--- config.mk ---
export PLATFORM = sky130hd
export DESIGN_NAME = stack_set_with_pop_at
export DESIGN_NICKNAME = d
export VERILOG_FILES = /design/src/design/sstk_pkg.sv /design/src/design/stack_set_with_pop_at.sv /design/src/design/sstk_cell.sv /design/src/design/sstk_recount.sv
export SDC_FILE = /design/constraint.sdc
export NUM_CORES = 2
export LEC_CHECK = 0
export CAP_MARGIN = 20
export CORE_MARGIN = 4
export CORE_UTILIZATION = 55
export CTS_CLUSTER_SIZE = 30
export DETAILED_ROUTE_END_ITERATION = 8
export DONT_BUFFER_PORTS = 1
export PLACE_DENSITY = 0.8
export SYNTH_ARGS = -nofsm -noshare
export SYNTH_HDL_FRONTEND = slang
export SYNTH_SLANG_ARGS = --single-unit
--- constraint.sdc ---
create_clock -name clk -period 9.1 [get_ports clk]
set_input_delay 0.91 -clock clk [delete_from_list [all_inputs] [get_ports clk]]
set_output_delay 0.91 -clock clk [all_outputs]
set_load 0.01 [all_outputs]
--- src/design/sstk_pkg.sv ---
`timescale 1ns / 1ps
// ----------------------------------------------------------------------------
// sstk_pkg
// Shared codes and types for the set-of-stacks store.
// ----------------------------------------------------------------------------
package sstk_pkg;

    localparam int ACTION_W = 2;
    localparam int STATUS_W = 2;
    localparam int VALUE_W  = 32;
    localparam int INDEX_W  = 6;
    localparam int CAP_W    = 7;
    localparam int REPORT_W = 7;
    // width of (stack_index + 1) * capacity
    localparam int PROD_W   = 14;

    localparam logic [ACTION_W-1:0] ACT_PUSH   = 2'd0;
    localparam logic [ACTION_W-1:0] ACT_POP    = 2'd1;
    localparam logic [ACTION_W-1:0] ACT_POP_AT = 2'd2;

    localparam logic [STATUS_W-1:0] ST_OK        = 2'd0;
    localparam logic [STATUS_W-1:0] ST_EMPTY     = 2'd1;
    localparam logic [STATUS_W-1:0] ST_FULL      = 2'd2;
    localparam logic [STATUS_W-1:0] ST_BAD_INDEX = 2'd3;

    localparam logic [CAP_W-1:0] CAP_RESET = 7'd4;

    typedef struct packed {
        logic load_lower;   // take neighbor toward the top (push)
        logic load_upper;   // take neighbor toward the bottom (removal)
    } cell_ctrl_t;

endpackage

--- src/design/stack_set_with_pop_at.sv ---
`timescale 1ns / 1ps
// ----------------------------------------------------------------------------
// stack_set_with_pop_at
// Bounded value store split into sub-stacks, with push, pop and pop-at.
// ----------------------------------------------------------------------------
// Usage:
//   Input channel (in_valid / in_stall) carries action, push_value and
//   stack_index. Output channel (out_valid / out_stall) returns one result
//   per transaction: status, top_valid, top_value, element_count and
//   stack_count, all describing the store after the operation.
//   Values sit in a row of cells with the newest value in cell 0; a push
//   shifts the row down, a pop or pop-at shifts the cells past the removal
//   point up by one. The result is registered on accept; throughput is one
//   transaction per cycle while the receiver keeps up and no recount runs.
//   cfg_write_en loads stack_capacity (0 acts as 1). The sub-stack count
//   and fill are then rebuilt by a bit-serial divider; in_stall is high
//   after the write until the rebuilt counts are loaded.
//   Reset empties the store and sets capacity to 4.
//   While out_stall is high with a result pending, the result register
//   holds and in_stall rises.
// ----------------------------------------------------------------------------
module stack_set_with_pop_at
    import sstk_pkg::*;
#(
    parameter int TOTAL_DEPTH = 64
) (
    input  logic                clk,
    input  logic                rst_n,
    input  logic                cfg_write_en,
    input  logic [CAP_W-1:0]    cfg_write_data,
    input  logic                in_valid,
    output logic                in_stall,
    input  logic [ACTION_W-1:0] action,
    input  logic [VALUE_W-1:0]  push_value,
    input  logic [INDEX_W-1:0]  stack_index,
    output logic                out_valid,
    input  logic                out_stall,
    output logic [STATUS_W-1:0] status,
    output logic                top_valid,
    output logic [VALUE_W-1:0]  top_value,
    output logic [REPORT_W-1:0] element_count,
    output logic [REPORT_W-1:0] stack_count
);

    localparam int CW = $clog2(TOTAL_DEPTH + 1);
    localparam int XW = (CW > INDEX_W) ? CW : INDEX_W;

    logic [CAP_W-1:0]    cap_reg;
    logic [CW-1:0]       held_reg,  held_next;
    logic [CW-1:0]       open_reg,  open_next;
    logic [CAP_W-1:0]    fill_reg,  fill_next;
    logic                out_valid_reg;
    logic [STATUS_W-1:0] status_reg,  status_next;
    logic                top_valid_reg;
    logic [VALUE_W-1:0]  top_value_reg, top_value_next;
    logic [REPORT_W-1:0] element_count_reg;
    logic [REPORT_W-1:0] stack_count_reg;

    logic [CAP_W-1:0]    cap_eff;
    logic                accept;
    logic                do_push;
    logic                do_remove;
    logic [CW-1:0]       remove_pos;   // cell index counted from the newest
    logic [PROD_W-1:0]   stack_end;
    logic                div_busy;
    logic                div_done;
    logic [CW-1:0]       div_quo;
    logic [CAP_W-1:0]    div_rem;

    logic [VALUE_W-1:0]  cell_value [TOTAL_DEPTH];
    cell_ctrl_t          cell_ctrl  [TOTAL_DEPTH];

    assign cap_eff  = (cap_reg == '0) ? CAP_W'(1) : cap_reg;
    assign in_stall = div_busy || div_done || (out_valid_reg && out_stall);
    assign accept   = in_valid && !in_stall;

    // end of the chosen sub-stack, oldest-first count
    assign stack_end = PROD_W'(PROD_W'(stack_index) + PROD_W'(1)) * PROD_W'(cap_eff);

    always_comb
    begin
        do_push     = 1'b0;
        do_remove   = 1'b0;
        remove_pos  = '0;
        status_next = ST_OK;
        case (action)
            ACT_PUSH:
            begin
                if (held_reg >= CW'(TOTAL_DEPTH))
                begin
                    status_next = ST_FULL;
                end
                else
                begin
                    do_push = accept;
                end
            end
            ACT_POP:
            begin
                if (held_reg == '0)
                begin
                    status_next = ST_EMPTY;
                end
                else
                begin
                    do_remove = accept;
                end
            end
            ACT_POP_AT:
            begin
                if (XW'(stack_index) >= XW'(open_reg))
                begin
                    status_next = ST_BAD_INDEX;
                end
                else
                begin
                    do_remove = accept;
                    if (PROD_W'(held_reg) > stack_end)
                    begin
                        remove_pos = CW'(PROD_W'(held_reg) - stack_end);
                    end
                end
            end
            default:
            begin
                status_next = ST_OK;
            end
        endcase
    end

    // counts: incremental on push/pop, rebuilt by the divider after config
    always_comb
    begin
        held_next = held_reg;
        open_next = open_reg;
        fill_next = fill_reg;
        if (div_done)
        begin
            if (held_reg != '0)
            begin
                open_next = div_quo + 1'b1;
                fill_next = div_rem + 1'b1;
            end
            else
            begin
                open_next = '0;
                fill_next = '0;
            end
        end
        else if (do_push)
        begin
            held_next = held_reg + 1'b1;
            if (held_reg == '0)
            begin
                open_next = CW'(1);
                fill_next = CAP_W'(1);
            end
            else if (fill_reg >= cap_eff)
            begin
                open_next = open_reg + 1'b1;
                fill_next = CAP_W'(1);
            end
            else
            begin
                fill_next = fill_reg + 1'b1;
            end
        end
        else if (do_remove)
        begin
            held_next = held_reg - 1'b1;
            if (held_reg == CW'(1))
            begin
                open_next = '0;
                fill_next = '0;
            end
            else if (fill_reg == CAP_W'(1))
            begin
                open_next = open_reg - 1'b1;
                fill_next = cap_eff;
            end
            else
            begin
                fill_next = fill_reg - 1'b1;
            end
        end
    end

    always_comb
    begin
        top_value_next = cell_value[0];
        if (do_push)
        begin
            top_value_next = push_value;
        end
        else if (do_remove && remove_pos == '0)
        begin
            top_value_next = cell_value[1];
        end
        if (held_next == '0)
        begin
            top_value_next = '0;
        end
    end

    sstk_recount #(
        .NUM_W (CW),
        .DIV_W (CAP_W)
    ) u_recount (
        .clk       (clk),
        .rst_n     (rst_n),
        .start     (cfg_write_en),
        .numerator (held_reg - 1'b1),
        .divisor   (cap_eff),
        .busy      (div_busy),
        .done      (div_done),
        .quotient  (div_quo),
        .remainder (div_rem)
    );

    genvar i;
    generate
        for (i = 0; i < TOTAL_DEPTH; i++)
        begin : g_cell
            logic [VALUE_W-1:0] lower_value;
            logic [VALUE_W-1:0] upper_value;

            if (i == 0)
            begin : g_first
                assign lower_value = push_value;
            end
            else
            begin : g_mid
                assign lower_value = cell_value[i-1];
            end

            if (i == TOTAL_DEPTH - 1)
            begin : g_last
                assign upper_value = cell_value[i];
            end
            else
            begin : g_inner
                assign upper_value = cell_value[i+1];
            end

            assign cell_ctrl[i].load_lower = do_push;
            assign cell_ctrl[i].load_upper = do_remove && (CW'(i) >= remove_pos);

            sstk_cell u_cell (
                .clk         (clk),
                .ctrl        (cell_ctrl[i]),
                .lower_value (lower_value),
                .upper_value (upper_value),
                .value       (cell_value[i])
            );
        end
    endgenerate

    always_ff @(posedge clk or negedge rst_n)
    begin
        if (!rst_n)
        begin
            cap_reg       <= CAP_RESET;
            held_reg      <= '0;
            open_reg      <= '0;
            fill_reg      <= '0;
            out_valid_reg <= 1'b0;
        end
        else
        begin
            if (cfg_write_en)
            begin
                cap_reg <= cfg_write_data;
            end
            held_reg <= held_next;
            open_reg <= open_next;
            fill_reg <= fill_next;
            if (accept)
            begin
                out_valid_reg <= 1'b1;
            end
            else if (!out_stall)
            begin
                out_valid_reg <= 1'b0;
            end
        end
    end

    always_ff @(posedge clk)
    begin
        if (accept)
        begin
            status_reg        <= status_next;
            top_valid_reg     <= (held_next != '0);
            top_value_reg     <= top_value_next;
            element_count_reg <= REPORT_W'(held_next);
            stack_count_reg   <= REPORT_W'(open_next);
        end
    end

    assign out_valid     = out_valid_reg;
    assign status        = status_reg;
    assign top_valid     = top_valid_reg;
    assign top_value     = top_value_reg;
    assign element_count = element_count_reg;
    assign stack_count   = stack_count_reg;

endmodule

--- src/design/sstk_cell.sv ---
`timescale 1ns / 1ps
// ----------------------------------------------------------------------------
// sstk_cell
// One value cell of the store; loads from either neighbor or holds.
// ----------------------------------------------------------------------------
module sstk_cell
    import sstk_pkg::*;
(
    input  logic               clk,
    input  cell_ctrl_t         ctrl,
    input  logic [VALUE_W-1:0] lower_value,
    input  logic [VALUE_W-1:0] upper_value,
    output logic [VALUE_W-1:0] value
);

    logic [VALUE_W-1:0] value_reg;
    logic [VALUE_W-1:0] value_next;

    always_comb
    begin
        value_next = value_reg;
        if (ctrl.load_lower)
        begin
            value_next = lower_value;
        end
        else if (ctrl.load_upper)
        begin
            value_next = upper_value;
        end
    end

    always_ff @(posedge clk)
    begin
        value_reg <= value_next;
    end

    assign value = value_reg;

endmodule

--- src/design/sstk_recount.sv ---
`timescale 1ns / 1ps
// ----------------------------------------------------------------------------
// sstk_recount
// Restoring divider, one quotient bit per cycle, used to rebuild the
// sub-stack count and fill after a capacity change.
// ----------------------------------------------------------------------------
module sstk_recount #(
    parameter int NUM_W = 7,
    parameter int DIV_W = 7
) (
    input  logic             clk,
    input  logic             rst_n,
    input  logic             start,
    input  logic [NUM_W-1:0] numerator,
    input  logic [DIV_W-1:0] divisor,
    output logic             busy,
    output logic             done,
    output logic [NUM_W-1:0] quotient,
    output logic [DIV_W-1:0] remainder
);

    localparam int CNT_W = $clog2(NUM_W + 1);

    logic [CNT_W-1:0] cnt_reg,  cnt_next;
    logic             done_reg, done_next;
    logic [NUM_W-1:0] num_reg,  num_next;
    logic [NUM_W-1:0] quo_reg,  quo_next;
    logic [DIV_W-1:0] rem_reg,  rem_next;
    logic [DIV_W:0]   trial;
    logic             fits;

    assign trial = {rem_reg, num_reg[NUM_W-1]};
    assign fits  = (trial >= {1'b0, divisor});

    always_comb
    begin
        cnt_next  = cnt_reg;
        done_next = 1'b0;
        num_next  = num_reg;
        quo_next  = quo_reg;
        rem_next  = rem_reg;
        if (start)
        begin
            cnt_next = CNT_W'(NUM_W);
            num_next = numerator;
            quo_next = '0;
            rem_next = '0;
        end
        else if (cnt_reg != '0)
        begin
            cnt_next = cnt_reg - 1'b1;
            num_next = num_reg << 1;
            quo_next = {quo_reg[NUM_W-2:0], fits};
            // remainder stays below divisor, so DIV_W bits hold it
            rem_next = fits ? DIV_W'(trial - {1'b0, divisor}) : DIV_W'(trial);
            if (cnt_reg == CNT_W'(1))
            begin
                done_next = 1'b1;
            end
        end
    end

    always_ff @(posedge clk or negedge rst_n)
    begin
        if (!rst_n)
        begin
            cnt_reg  <= '0;
            done_reg <= 1'b0;
        end
        else
        begin
            cnt_reg  <= cnt_next;
            done_reg <= done_next;
        end
    end

    always_ff @(posedge clk)
    begin
        num_reg <= num_next;
        quo_reg <= quo_next;
        rem_reg <= rem_next;
    end

    assign busy      = (cnt_reg != '0);
    assign done      = done_reg;
    assign quotient  = quo_reg;
    assign remainder = rem_reg;

endmodule

==> summary.md <==
| Metric | Value |
|---|---|
| First-pass GRT wire length | `350900 um` |
| Hold_buf cts | `2` |
| Pleak | `43.05 nW` |
| Ys Warns | `0` |
| Crit-path leading delay family | `adder cells` |
| Rel. slew slack | `0.1531` |
| Fin area | `0.1049 sq mm` |
| Die height | `424.9 um` |
| DRC violations left | `0` |
| CP Data Required Time | `9540 ps` |
| # fillers | `13340` |
| Die Area | `0.1805 sq mm` |
| CTS root buf | `clkbuf_16` |
| Sequential cell area | `0.06429 sq mm` |
| WS Path Type | `in2reg` |
| Worst path max stage delay | `530 ps` |
| Final Cycle Share | `0.8250` |
| Setup crit start kind | `primary input` |
| CTS tree | `done` |
| Number of synthesized flops with an enable pin | `2104` |
| RSZ-0062 raised after global routing | `no` |
| Post-synth ARST share | `0.01534` |
| Crit path DAT | `7940 ps` |
| DR WL/cell | `18.42 um` |
| Cells after synthesis | `9701` |
| PwrDens | `194.1 mW/mm^2` |
| Post-detail-place hpwl | `142500 um` |
| Post-synthesis sequential area ratio | `0.6726` |
| Critical Path Fanout Max | `32` |
| Initial drt markers | `7659` |
| Clock sinks | `2151` |
| Layout Area Growth over Synthesis | `9.762%` |
| Number of max-cap violations | `0` |
| Syn Area/Cell | `9.853 sq um` |
| Synth Cell Area | `0.09558 sq mm` |
| Crit path buf inv count | `6` |
| Number of global-route vias before repair | `67050` |
| Clock transition at path regs | `60 ps` |
| CTS max path bufs | `3` |
| Share of layout cells above drive strength 1 | `0.05102` |
| TritonRoute pass-1 iters | `8` |
| Min-delay src | `cfg_write_en` |
| Initial Util | `0.5553` |
| Tot Pwr | `20.36 mW` |
| Peak supply drop | `0.0001871 V` |
| Final Critical Period | `7508 ps` |
| Netlist cell types | `86` |
| Achievable Freq | `133.2 MHz` |
| Non-filler instance count after layout | `11990` |
| Run status | `completed` |
| Vias per Instance | `5.603` |
| Final hold vios | `0` |
| I/O pins | `103` |
| Total CTS buffers | `204` |
| Routed WL | `220900 um` |
| Initial antenna violation count | `3` |
| Post_cts resized | `0` |
| Crit. Startpoint | `stack_index[2]` |
| Setup crit end kind | `flop` |
| Slowest stage cell on the critical path | `fa_1` |
| Largest net degree at the start of global routing | `263` |
| Gpl congestion | `0.8604` |
| Hold_ws | `161.6 ps` |
| Final Setup Violations | `0` |
| Port bufs | `0` |
| Footprint of the multi-input gates | `0.02964 sq mm` |
| Net Count, Synth | `9856` |
| Placed Cells | `11600` |
| Final slew viol count | `0` |
| Via count | `67200` |
| Worst r2r src | `cap_reg[2]$_DFFE_PN1P_` |
| Most used DFF post-synth | `edfxtp_1` |
| Synth Register Bits | `2151` |
| Die W | `424.9 um` |
| Clk_lat worst skew | `850 ps` |
| Area after DPL | `0.09800 sq mm` |
| Global route overflow | `0` |
| ANT nets after route | `0` |
| Site Rows | `152` |
| Slew @ Worst Pin | `1270 ps` |
| Area of the core | `0.1721 sq mm` |
| Postcts setup bufs | `0` |
| Max H-tree Level | `4` |
| Total GRT Usage | `0.2392` |
| Max FFs per register | `2048` |
| Hold Crit Class | `in2reg` |
| Nets | `9661` |
| Skew final | `54.56 ps` |
[area by class of cell]
cell class	count	area share
clock buffer	253	0.05102
sequential	2151	0.6128
antenna	1	0.00002385
multi-input combinational	6963	0.2826
clock inverter	129	0.01199
timing repair buffer	120	0.01164
tap	2310	0.02755
inverter	66	0.002433
[cell usage after synthesis (all sizes together) (14+ instances only)]
library cell | instances | area [sq um]
fa | 26 | 520.5
dfrtp | 32 | 800.8
nand2 | 6137 | 23040
xnor2 | 20 | 175.2
nor3 | 32 | 196.4
o21ai | 90 | 454.2
clkbuf | 475 | 1783
nor2 | 133 | 499.2
xor2 | 21 | 183.9
nand3 | 29 | 145.1
inv | 62 | 232.7
a21oi | 82 | 410.4
ha | 77 | 963.4
buf | 46 | 234.0
dfxtp | 14 | 280.3
nand4 | 17 | 121.4
a211oi | 48 | 360.4
a31oi | 41 | 256.5
edfxtp | 2104 | 63180
nand2b | 17 | 106.4
[layer usage]
metal,global-route usage,up-vias,share of wire
met5,0,-,0.000054
met4,0.08230,2,0.033
met3,0.03328,476,0.062
met2,0.4107,2578,0.51
met1,0.3146,32730,0.40
li1,-,31410,-
[layout by cell type (no fill, tap or decap), types with 17 or more instances in the layout]
cell type,n
a211oi_1,45
a21oi_1,52
a21oi_4,30
a31oi_1,39
buf_12,19
buf_4,96
bufinv_16,18
clkbuf_1,46
clkbuf_16,207
clkinv_1,59
clkinv_2,34
dfrtp_1,32
edfxtp_1,2104
fa_1,26
ha_1,77
inv_1,61
nand2_1,6135
nand2b_1,17
nand3_1,29
nor2_1,129
nor3_1,26
o21ai_0,72
xnor2_1,20
xor2_1,21
[per-stage QoR]
stage               setup WS (ps)  utilization  TNS [ps]
detailed placement          828.2       0.5694         0
CTS                          1572       0.6080         0
finish                       1592       0.6095         0
global route                 1072       0.6095         0
floorplan                  -30.96            -     -3963
global placement            645.0       0.5694         0
[report_power, final]
group | internal (mW) | switching (mW)
logic | 0.400 | 0.683
clock network | 4.71 | 3.73
registers | 10.8 | 0.0735
total | 15.9 | 4.49
[cells by family after synthesis]
family / after synthesis / synth area share
mux: 7 / 0.0007462
xor+xnor: 41 / 0.003757
flops: 2151 / 0.6726
fa+ha+maj: 103 / 0.01553
simple gates: 6446 / 0.2587
buf+inv: 587 / 0.02369
compound gates: 366 / 0.02503
[final timing paths]
kind / end / slack [ps] / cells after the start
worst max-delay path: g_cell[35].u_cell.value[31]$_DFFE_PP_ / 1590 / 25
worst min-delay path: u_recount.quotient[3]$_SDFFE_PP0N_ / 160 / 1
worst max register to register: g_cell[55].u_cell.value[5]$_DFFE_PP_ / 1620 / 20
worst min register to register: g_cell[63].u_cell.value[30]$_DFFE_PP_ / 450 / 0
max in group asynchronous: cap_reg[2]$_DFFE_PN1P_ / 8260 / 2
min in group asynchronous: held_reg[2]$_DFF_PN0_ / 570 / 2
Note: power is estimated with default switching activity, not from simulation.
